===== config.mk =====
export PLATFORM = sky130hd
export DESIGN_NAME = scba_ctrl
export DESIGN_NICKNAME = d
export VERILOG_FILES = /design/src/hdl/scba_pkg.sv /design/src/hdl/scba_ctrl.sv
export SDC_FILE = /design/constraint.sdc
export NUM_CORES = 1
export LEC_CHECK = 0
export BUFFER_PORTS_ARGS = -buffer_cell sky130_fd_sc_hd__buf_2
export CORE_AREA = 2 2 161 163
export DETAILED_ROUTE_END_ITERATION = 10
export DIE_AREA = 0 0 163 165
export PLACE_DENSITY = 0.61
export SYNTH_ARGS = -nofsm -noshare
export SYNTH_HDL_FRONTEND = slang
export SYNTH_SLANG_ARGS = --single-unit

===== constraint.sdc =====
create_clock -name clk -period 8.6 [get_ports clk]
set_input_delay 2.58 -clock clk [delete_from_list [all_inputs] [get_ports clk]]
set_output_delay 2.58 -clock clk [all_outputs]
set_load 0.03 [all_outputs]

===== src/hdl/scba_pkg.sv =====
// ----------------------------------------------------------------------------
// scba_pkg - shared types and constants of the size class block allocator
// Pool geometry, size class selection, status codes and the result record.
// ----------------------------------------------------------------------------
package scba_pkg;

	localparam int POOL_BYTES      = 32768;
	localparam int NUM_CLASSES     = 9;
	localparam int MAX_BLOCK_BYTES = 4096;
	localparam int HEADER_BYTES    = 8;
	localparam int GRAN_BYTES      = 16;

	localparam int NGRAN   = POOL_BYTES / GRAN_BYTES;
	localparam int GRAN_W  = $clog2(NGRAN);
	localparam int GRAN_SH = $clog2(GRAN_BYTES);
	localparam int CARVE_W = GRAN_W + 1;
	localparam int ADDR_W  = 15;
	localparam int SIZE_W  = 12;
	localparam int NEED_W  = SIZE_W + 1;
	localparam int CLASS_W = 4;
	localparam int TAG_W   = CLASS_W;
	localparam int STAT_W  = 3;

	localparam int IN_DATA_W  = ((SIZE_W + ADDR_W + 7) / 8) * 8;
	localparam int OUT_RES_W  = ADDR_W + STAT_W + CLASS_W;
	localparam int OUT_DATA_W = ((OUT_RES_W + 7) / 8) * 8;

	typedef enum logic {
		REQ_ALLOC = 1'b0,
		REQ_FREE  = 1'b1
	} req_type_t;

	typedef enum logic [STAT_W-1:0] {
		STAT_OK        = 3'd0,
		STAT_TOO_LARGE = 3'd1,
		STAT_OOM       = 3'd2,
		STAT_NULL_FREE = 3'd3,
		STAT_BAD_FREE  = 3'd4
	} status_t;

	typedef enum logic [1:0] {
		S_CLEAR,
		S_IDLE,
		S_EXEC
	} state_t;

	typedef struct packed {
		logic              valid;
		logic [GRAN_W-1:0] idx;
	} head_t;

	// addr sits in the low bits, as on the output stream
	typedef struct packed {
		logic [CLASS_W-1:0] size_class;
		status_t            status;
		logic [ADDR_W-1:0]  addr;
	} result_t;

	// Smallest class whose block holds need bytes; top bit flags a hit.
	function automatic logic [CLASS_W:0] pick_class(input logic [NEED_W-1:0] need);
		logic [CLASS_W:0] sel;
		int               csize;
		sel = '0;
		for (int k = NUM_CLASSES - 1; k >= 0; k--) begin
			csize = GRAN_BYTES << k;
			if (csize <= MAX_BLOCK_BYTES && int'(need) <= csize) begin
				sel = {1'b1, CLASS_W'(k)};
			end
		end
		return sel;
	endfunction

endpackage


===== src/hdl/scba_ctrl.sv =====
// ----------------------------------------------------------------------------
// scba_ctrl - request sequencer of the size class block allocator
// Holds the list heads and carve pointer, drives the tag and link memories,
// clears the tag memory after reset and resolves each request.
// ----------------------------------------------------------------------------
module scba_ctrl (
	input  logic                        clk,
	input  logic                        arst_n,
	input  logic                        in_valid,
	output logic                        in_ready,
	input  scba_pkg::req_type_t         in_type,
	input  logic [scba_pkg::SIZE_W-1:0] in_size,
	input  logic [scba_pkg::ADDR_W-1:0] in_faddr,
	input  logic                        out_free,
	output logic                        res_valid,
	output scba_pkg::result_t           res,
	output logic                        tag_we,
	output logic [scba_pkg::GRAN_W-1:0] tag_waddr,
	output logic [scba_pkg::TAG_W-1:0]  tag_wdata,
	output logic [scba_pkg::GRAN_W-1:0] tag_raddr,
	input  logic [scba_pkg::TAG_W-1:0]  tag_rdata,
	output logic                        link_we,
	output logic [scba_pkg::GRAN_W-1:0] link_waddr,
	output logic [scba_pkg::GRAN_W-1:0] link_wdata,
	output logic [scba_pkg::GRAN_W-1:0] link_raddr,
	input  logic [scba_pkg::GRAN_W-1:0] link_rdata
);
	import scba_pkg::*;

	state_t             state_q, state_d;
	logic [GRAN_W-1:0]  clr_q;
	head_t              heads_q [NUM_CLASSES];
	logic [CARVE_W-1:0] carve_q;

	req_type_t          type_q;
	logic               cls_ok_q;
	logic [CLASS_W-1:0] cls_q;
	head_t              head_q;
	logic [ADDR_W-1:0]  faddr_q;

	logic [CLASS_W:0]   pick_in;
	logic               accept;
	logic               clearing;
	logic               exec;

	logic               x_tag_we;
	logic [GRAN_W-1:0]  x_tag_waddr;
	logic [TAG_W-1:0]   x_tag_wdata;
	logic               x_link_we;
	logic               head_we;
	logic [CLASS_W-1:0] head_widx;
	head_t              head_wdata;
	logic               carve_we;

	logic [CARVE_W-1:0] carve_step;
	logic [CARVE_W:0]   carve_sum;
	logic [GRAN_W-1:0]  free_g;
	logic               free_aligned;
	logic               tag_ok;
	logic [CLASS_W-1:0] free_k;
	head_t              free_head;

	assign pick_in = pick_class({1'b0, in_size} + NEED_W'(HEADER_BYTES));
	assign accept  = in_valid && in_ready;

	// next state
	always_comb begin
		state_d = state_q;
		case (state_q)
			S_CLEAR: begin
				if (clr_q == GRAN_W'(NGRAN - 1)) begin
					state_d = S_IDLE;
				end
			end
			S_IDLE: begin
				if (in_valid && out_free) begin
					state_d = S_EXEC;
				end
			end
			S_EXEC:  state_d = S_IDLE;
			default: state_d = S_CLEAR;
		endcase
	end

	// state outputs
	always_comb begin
		in_ready  = 1'b0;
		res_valid = 1'b0;
		clearing  = 1'b0;
		exec      = 1'b0;
		case (state_q)
			S_CLEAR: clearing = 1'b1;
			S_IDLE:  in_ready = out_free;
			S_EXEC: begin
				res_valid = 1'b1;
				exec      = 1'b1;
			end
			default: clearing = 1'b0;
		endcase
	end

	// read addresses are issued in the accept cycle
	assign tag_raddr  = in_faddr[ADDR_W-1:GRAN_SH];
	assign link_raddr = heads_q[pick_in[CLASS_W-1:0]].idx;

	assign carve_step   = CARVE_W'(1) << cls_q;
	assign carve_sum    = {1'b0, carve_q} + {1'b0, carve_step};
	assign free_g       = faddr_q[ADDR_W-1:GRAN_SH];
	assign free_aligned = faddr_q[GRAN_SH-1:0] == GRAN_SH'(HEADER_BYTES);
	assign tag_ok       = tag_rdata != '0 && tag_rdata <= TAG_W'(NUM_CLASSES);
	assign free_k       = tag_rdata - TAG_W'(1);
	assign free_head    = tag_ok ? heads_q[free_k] : '0;

	// resolve the request with the memory read data
	always_comb begin
		res         = '{size_class: '0, status: STAT_OK, addr: '0};
		x_tag_we    = 1'b0;
		x_tag_waddr = free_g;
		x_tag_wdata = '0;
		x_link_we   = 1'b0;
		link_waddr  = free_g;
		link_wdata  = free_head.valid ? free_head.idx : free_g;
		head_we     = 1'b0;
		head_widx   = cls_q;
		head_wdata  = '0;
		carve_we    = 1'b0;
		if (type_q == REQ_ALLOC) begin
			if (!cls_ok_q) begin
				res.status = STAT_TOO_LARGE;
			end else if (head_q.valid) begin
				// pop: a block that links to itself ends its list
				head_we          = 1'b1;
				head_wdata.valid = link_rdata != head_q.idx;
				head_wdata.idx   = link_rdata;
				x_tag_we         = 1'b1;
				x_tag_waddr      = head_q.idx;
				x_tag_wdata      = cls_q + TAG_W'(1);
				res.addr         = {head_q.idx, GRAN_SH'(HEADER_BYTES)};
				res.size_class   = cls_q;
			end else if (carve_sum > (CARVE_W + 1)'(NGRAN)) begin
				res.status     = STAT_OOM;
				res.size_class = cls_q;
			end else begin
				carve_we       = 1'b1;
				x_tag_we       = 1'b1;
				x_tag_waddr    = carve_q[GRAN_W-1:0];
				x_tag_wdata    = cls_q + TAG_W'(1);
				res.addr       = {carve_q[GRAN_W-1:0], GRAN_SH'(HEADER_BYTES)};
				res.size_class = cls_q;
			end
		end else begin
			if (faddr_q == '0) begin
				res.status = STAT_NULL_FREE;
			end else if (!free_aligned || !tag_ok) begin
				res.status = STAT_BAD_FREE;
			end else begin
				// push onto the class list, untag the block
				x_link_we        = 1'b1;
				head_we          = 1'b1;
				head_widx        = free_k;
				head_wdata.valid = 1'b1;
				head_wdata.idx   = free_g;
				x_tag_we         = 1'b1;
				res.size_class   = free_k;
			end
		end
	end

	assign tag_we    = clearing || (exec && x_tag_we);
	assign tag_waddr = clearing ? clr_q : x_tag_waddr;
	assign tag_wdata = clearing ? '0 : x_tag_wdata;

	// link writes only in the resolve cycle; the captured request is stale otherwise
	assign link_we   = exec && x_link_we;

	always_ff @(posedge clk or negedge arst_n) begin
		if (!arst_n) begin
			state_q <= S_CLEAR;
			clr_q   <= '0;
			carve_q <= '0;
			for (int i = 0; i < NUM_CLASSES; i++) begin
				heads_q[i] <= '0;
			end
		end else begin
			state_q <= state_d;
			if (clearing) begin
				clr_q <= clr_q + GRAN_W'(1);
			end
			if (exec && head_we) begin
				heads_q[head_widx] <= head_wdata;
			end
			if (exec && carve_we) begin
				carve_q <= carve_sum[CARVE_W-1:0];
			end
		end
	end

	// request capture
	always_ff @(posedge clk) begin
		if (accept) begin
			type_q   <= in_type;
			cls_ok_q <= pick_in[CLASS_W];
			cls_q    <= pick_in[CLASS_W-1:0];
			head_q   <= heads_q[pick_in[CLASS_W-1:0]];
			faddr_q  <= in_faddr;
		end
	end

	a_res_after_accept: assert property (@(posedge clk) disable iff (!arst_n)
		res_valid |-> $past(accept))
		else $error("result without a preceding accepted request");

	a_no_accept_while_clearing: assert property (@(posedge clk) disable iff (!arst_n)
		clearing |-> !in_ready)
		else $error("request taken during tag clear");

	a_carve_in_pool: assert property (@(posedge clk) disable iff (!arst_n)
		carve_q <= CARVE_W'(NGRAN))
		else $error("carve pointer past end of pool");

	a_alloc_tags_nonzero: assert property (@(posedge clk) disable iff (!arst_n)
		(exec && x_tag_we && type_q == REQ_ALLOC) |-> (tag_wdata != '0))
		else $error("allocation writes an unallocated tag");

endmodule


==> key figures, run 1 <==
Global route
  – Vias in the first global route: 7905
  – GRT Overall Usage: 22.93%
  – Initial antenna violation count: 0
  – First-pass GRT wire length: 46340 um
  – Total grt overflow: 0
  – Pin count of the biggest net entering global routing: 74

Final layout
  – Antenna fix cells: 0
  – Area Growth Syn to Fin: 14.29%
  – Final nets: 1118
  – Final instance area: 11970 um2
  – Share of cells above drive strength 1: 33.24%

Clock network
  – Post-CTS Hold Buffers: 0
  – Setup bufs post-CTS: 0
  – CTS resizes: 0
  – Clk buf depth: 2
  – Skew-Pair Late Insertion Delay: 0.44 ns
  – Clk root buf: clkbuf_16
  – TritonCTS Sinks: 166
  – Clock Pin Slew Worst Setup and Hold Paths: 0.07 ns
  – CTS H-tree depth: 4
  – CTS tree: built
  – Total CTS buffers: 17

Die
  – Starting Density: 41.82%
  – Core area: 25040 um2
  – Die ar.: 26900 um2
  – Die height: 165 um
  – # rows: 58
  – Die width: 163 um
  – IO Pins: 132

Timing
  – Final setup viols: 0
  – Slew Viols, Final: 0
  – Clock skew: 0.01015 ns
  – Setup TNS: 0 ns
  – Final Hold Fails: 0
  – Final min period: 8.362 ns
  – FMAX: 119.6 MHz
  – Final worst path period share: 97.23%
  – Hold WS: 0.4969 ns
  – Worst-margin pin slew: 1.045 ns
  – RSZ-0062 raised after global routing: no
  – Max-slew headroom: 29.87%

Yosys
  – Number of synthesized flops with an enable pin: 33
  – Primary FF master, synth: dfrtp_1
  – Synthesized instance count: 948
  – Syn_area_per_cell: 11.05 um2
  – Top cell type's share of synthesized area: 31.78%
  – Top cells by area, synth: dfrtp_1 (32%), mux2_2 (12%), edfxtp_1 (9.5%)
  – Netlist area before placement: 10470 um2
  – Synth cell types: 72
  – Post-synth ARST share: 80.12%
  – Commonest cells post-synth: dfrtp_1 (133), mux2_2 (111), nand2_1 (62), nor2_1 (56)
  – Syn. warnings: 0
  – FF+latch count, synth: 166
  – Top-count cell post-synth: dfrtp_1
  – Largest area contributor in the synthesized netlist: dfrtp_1
  – Seq/Total Area, Yosys: 41.25%

Worst hold path
  – Hold WC Path Type: flop to flop
  – Worst hold path depth: 1

Route
  – DRC errors left: 0
  – DRT Wirelength: 30380 um
  – Vias/cell: 5.809
  – DR vias: 8069
  – Routed WL per cell: 21.87 um
  – Drt initial violations: 574
  – Post-DRT Antenna Nets: 0
  – First-pass detailed-route iteration total: 4

Power and ir drop
  – Leakage: 5.547 nW
  – Maximum vdd ir drop: 0.1437 mV
  – Power Density: 196.2 nW/um2
  – Pwr Total: 2.348 mW

Critical path
  – Kind of critical path: primary input to primary output
  – Crit Path Max Fanout: 25
  – Required time worst endpoint: 6.02 ns
  – Critical path data arrival time: 5.78 ns
  – Crit end category: primary output
  – Crit start category: primary input
  – Worst R2R Path Depth: 13

Run status
  – Status: complete, no violations

Placement
  – Post-DP Area: 11370 um2
  – Gpl congestion: 0.8742
  – Port bufs: 128
  – Placed wire-length estimate: 21680 um

Flow run
  – Max-Cap Viols: 0
-- final timing paths --
| kind | start | to | slack (ns) |
|---|---|---|---|
| max | in_size[3] | link_raddr[6] | 0.24 |
| min | clr_q[6] | clr_q[6] | 0.50 |
| max reg2reg | cls_q[0] | carve_q[0] | 4.34 |
| min reg2reg | clr_q[6] | clr_q[6] | 0.50 |
| max in group asynchronous | arst_n | heads_q[9] | 4.90 |
| min in group asynchronous | arst_n | carve_q[7] | 2.21 |
-- cell usage in the layout, fill, tap and decap left out, types with 4 or more instances in the layout --
master / Yosys / final
a211oi_1: 26 / 26
a21boi_0: 10 / 10
a21o_1: 20 / 20
a21oi_1: 32 / 32
a22o_1: 25 / 25
a31oi_1: 15 / 15
and2_1: 16 / 16
and3_1: 8 / 8
buf_2: 6 / 127
buf_4: 25 / 25
clkbuf_16: 0 / 18
clkinv_4: 0 / 5
dfrtp_1: 133 / 133
edfxtp_1: 33 / 33
ha_1: 24 / 24
inv_1: 16 / 16
inv_8: 0 / 4
mux2_1: 9 / 9
mux2_2: 111 / 111
mux2i_1: 37 / 37
mux4_2: 24 / 24
nand2_1: 62 / 62
nand2b_1: 7 / 7
nand3_1: 14 / 14
nand4_1: 14 / 14
nor2_1: 56 / 53
nor2b_1: 19 / 18
nor3_1: 15 / 15
nor4_1: 7 / 7
nor4_2: 10 / 10
o21ai_0: 17 / 16
o21ai_1: 4 / 5
o22ai_1: 15 / 15
or2_2: 4 / 4
xnor2_1: 32 / 31
xor2_1: 5 / 4
-- stage by stage --
step	util, %	instances	worst slack (ns)
5_1_grt	47.80	1389	0.07340
6_report	47.80	1389	0.2384
3_5_place_dp	45.40	1357	0.2886
2_1_floorplan	-	950	0.1228
3_3_place_gp	45.40	1357	0.3221
4_1_cts	47.80	1389	0.2784
-- cell families after synthesis --
| kind of cell | count (synthesis) | synth area share [%] |
|---|---|---|
| other | 1 | 0.03581 |
| multiplexers | 181 | 21.60 |
| buffers and inverters | 93 | 4.529 |
| XOR/XNOR | 37 | 3.095 |
| AO/OA/AOI/OAI | 197 | 13.86 |
| flip-flops | 166 | 41.25 |
| AND/OR/NAND/NOR | 248 | 12.57 |
| adder cells (fa/ha/maj) | 25 | 3.059 |
-- per-layer routing --
metal	GRT usage, %	vias up	part of all wire [%]
met5	0	-	0
met4	7.643	0	2.4
met3	3.918	50	4.8
met2	40.31	264	51
met1	28.64	4028	42
li1	-	3727	-
-- worst max-delay path, stage by stage --
cell and delay [ns]:
buf_2 0.17, or4b_1 0.64, nor3_2 0.27, a21oi_1 0.08, o221a_4 0.29, a31oi_4 0.16
a2bb2oi_4 0.18, buf_12 0.23, mux2i_1 0.11, a22o_1 0.24, nor4_2 0.50, buf_2 0.30
-- state kept, by name, indices dropped and copies added (netlist names) --
signal    cells
cls_q         4
type_q        1
cls_ok_q      1
heads_q     108
carve_q      12
clr_q        11
state_q       2
head_q       12
faddr_q      15
-- final cells by class --
class	count	area, um2
inverter	16	60.06
sequential	166	4319
fill	2296	13070
timing repair buffer	154	863.3
clock inverter	12	132.6
tap	330	412.9
clock buffer	20	467.9
multi-input combinational	691	5712
-- power breakdown --
| part | internal (mW) | total [mW] | switching [mW] |
|---|---|---|---|
| sequential | 0.859 | 0.922 | 0.0639 |
| combinational | 0.210 | 0.643 | 0.434 |
| clock | 0.434 | 0.782 | 0.348 |
| total | 1.50 | 2.35 | 0.845 |
(Power assumes the default switching activity.)
==> run 2, diff against run 1 <==
- CELL_PAD_IN_SITES_DETAIL_PLACEMENT: not set -> 1
- CELL_PAD_IN_SITES_GLOBAL_PLACEMENT: not set -> 1
- PLACE_DENSITY: 0.61 -> 0.73
==> run 2 against run 1 <==
Worst setup slack worse by 0.038 ns. Clock-buffer cell count down 2. Cell area down 0.11%. Global-route usage up 2.0 points. Non-clock buffer count up 2. Combinational power up 2%. Sequential share of layout area about the same. Cell count up 0.14%. Fmax down 0.45%. Clock skew up 0.0076 ns. Sequential power about the same.
==> key figures, run 2 (synthesis gave the netlist of run 1 again) <==
Route
  – DR vias: 8192 (was 8069)
  – Met3 WL: 1300 um (was 1473 um)
  – Drt initial violations: 505 (was 574)
  – Routed WL per cell: 23.59 um (was 21.87 um)
  – WL met2: 16900 um (was 15420 um)
  – DRC errors left: 0 (unchanged)
  – Vias/cell: 5.889 (was 5.809)
  – First-pass detailed-route iteration total: 4 (unchanged)
  – DRT Wirelength: 32820 um (was 30380 um)
  – Highest routed layer: met4 (unchanged)
  – Post-DRT Antenna Nets: 0 (unchanged)
  – DRT met1 WL: 13860 um (was 12770 um)

Critical path
  – Kind of critical path: primary input to primary output (unchanged)
  – Worst path slowest cell: nor4_2 (was or4b_1)
  – Crit Path Max Fanout: 16 (was 25)
  – Critical path data arrival time: 5.82 ns (was 5.78 ns)
  – Crit start category: primary input (unchanged)
  – Critical path's largest stage delay: 0.46 ns (was 0.64 ns)
  – Worst path cell trace: buf_2 -> nand4_1 -> nor2_1 -> nand4_1 -> and2_1 -> o31ai_1 -> o21ai_1 -> buf_4 -> a22o_1 -> nor4_2 -> buf_2 (was buf_2 -> or4b_1 -> nor3_2 -> a21oi_1 -> o221a_4 -> a31oi_4 -> a2bb2oi_4 -> buf_12 -> mux2i_1 -> a22o_1 -> nor4_2 -> buf_2)
  – Crit end category: primary output (unchanged)
  – Required time worst endpoint: 6.02 ns (about the same)

Clock network
  – CTS resizes: 0 (unchanged)
  – TritonCTS Sinks: 166 (unchanged)
  – Clk buf depth: 2 (unchanged)
  – Skew-Pair Late Insertion Delay: 0.45 ns (was 0.44 ns)
  – Clock Pin Slew Worst Setup and Hold Paths: 0.08 ns (was 0.07 ns)
  – CTS tree: built (unchanged)
  – Total CTS buffers: 17 (unchanged)
  – Post-CTS Hold Buffers: 0 (unchanged)
  – Clk root buf: clkbuf_16 (unchanged)
  – Setup bufs post-CTS: 0 (unchanged)
  – CTS H-tree depth: 4 (unchanged)

Global route
  – Vias in the first global route: 8611 (was 7905)
  – GRT Overall Usage: 24.91% (was 22.93%)
  – Total grt overflow: 0 (unchanged)
  – First-pass GRT wire length: 50510 um (was 46340 um)
  – Initial antenna violation count: 0 (unchanged)
  – Pin count of the biggest net entering global routing: 83 (was 74)

Die
  – Die width: 163 um (unchanged)
  – Core area: 25040 um2 (unchanged)
  – IO Pins: 132 (unchanged)
  – Starting Density: 41.82% (unchanged)
  – Die height: 165 um (unchanged)
  – # rows: 58 (unchanged)
  – Die ar.: 26900 um2 (unchanged)

Final layout
  – Biggest register: heads_q (unchanged)
  – Highest-count cells in the layout ignoring fill and taps: dfrtp_1 (133), buf_2 (127), mux2_2 (111) (unchanged)
  – Share of cells above drive strength 1: 33.36% (was 33.24%)
  – Final nets: 1120 (was 1118)
  – Post-layout util: 47.75% (was 47.80%)
  – Area Growth Syn to Fin: 14.16% (was 14.29%)
  – Largest regs: heads_q x108, faddr_q x15 (unchanged)
  – Max FFs per register: 108 (unchanged)
  – Fin cells: 1391 (was 1389)
  – Commonest non-fill, non-tap cell in the layout: dfrtp_1 (unchanged)
  – Antenna fix cells: 0 (unchanged)

Timing
  – Final Hold Fails: 0 (unchanged)
  – FMAX: 119.1 MHz (was 119.6 MHz)
  – RSZ-0062 raised after global routing: no (unchanged)
  – Final worst path period share: 97.67% (was 97.23%)
  – Worst-margin pin slew: 1.051 ns (was 1.045 ns)
  – Final min period: 8.399 ns (was 8.362 ns)
  – Clock skew: 0.01771 ns (was 0.01015 ns)
  – Max-slew headroom: 29.94% (was 29.87%)
  – Setup TNS: 0 ns (unchanged)
  – Slew Viols, Final: 0 (unchanged)
  – Final setup viols: 0 (unchanged)

Placement
  – Placed wire-length estimate: 24100 um (was 21680 um)
  – Dpl cells: 1359 (was 1357)
  – Port bufs: 128 (unchanged)
  – Gpl congestion: 0.8365 (was 0.8742)

Power and ir drop
  – Power Density: 198.1 nW/um2 (was 196.2 nW/um2)
  – Maximum vdd ir drop: 0.1452 mV (was 0.1437 mV)
  – Leakage: 5.543 nW (was 5.547 nW)
  – Pwr Total: 2.369 mW (was 2.348 mW)

Flow run
  – Max-Cap Viols: 0 (unchanged)

Run status
  – Status: complete, no violations (unchanged)

Worst hold path
  – Hold WC Path Type: flop to flop (unchanged)
-- run 2: changes by cell type in the layout (fill, tap and decap cells not counted), moves of 2 or more --
cell      previous run  this run
buf_4               25        28
clkinv_4             5         2
inv_6                1         3
inv_8                4         6
-- run 2: area by class of cell --
class / instances / area, um2
Multi-Input combinational cell: 691 / 5713
Clock buffer: 18 / 429.2
Clock inverter: 14 / 153.9
Tap cell: 330 / 412.9
Fill cell: 2723 / 13080
Inverter: 16 / 60.06
Timing Repair Buffer: 156 / 865.8
Sequential cell: 166 / 4319
-- run 2: final timing paths --
| kind | from | to | slack, ns | cells past startpoint |
|---|---|---|---|---|
| setup / recovery | in_size[6] | link_raddr[7] | 0.20 | 11 |
| hold / removal | clr_q[9] | clr_q[9] | 0.50 | 1 |
| setup reg to reg | cls_q[0] | carve_q[0] | 4.30 | 13 |
| hold reg to reg | clr_q[9] | clr_q[9] | 0.50 | 1 |
| max in group asynchronous | arst_n | heads_q[87] | 4.83 | 2 |
| min in group asynchronous | arst_n | carve_q[6] | 2.18 | 1 |
-- run 2: power breakdown --
part	switching (mW)	total [mW]	internal, mW
Clock	0.373	0.787	0.414
Combinational	0.447	0.657	0.210
Sequential	0.0665	0.925	0.858
-- run 2: worst max-delay path: cells and delay by family --
family | cells | cell delay, ns
buffers and inverters | 3 | 0.79
AO/OA/AOI/OAI | 3 | 0.90
AND/OR/NAND/NOR | 5 | 1.56
-- run 2: stage by stage --
step,hold slack [ns],area [um2],worst slack [ns]
3_5_place_dp,0.4912,11370,0.2346
2_1_floorplan,0.4594,10480,0.1228
6_report,0.4993,11950,0.2006
3_3_place_gp,0.4760,11370,0.3453
4_1_cts,0.5025,11950,0.2123
5_1_grt,0.5202,11950,0.02954
-- run 2: routing by layer --
layer  vias up  GRT usage (%)
li1       3728              -
met1      4207          29.93
met2       210          45.34
met3        47          4.194
met4         0          8.085
met5         -              0
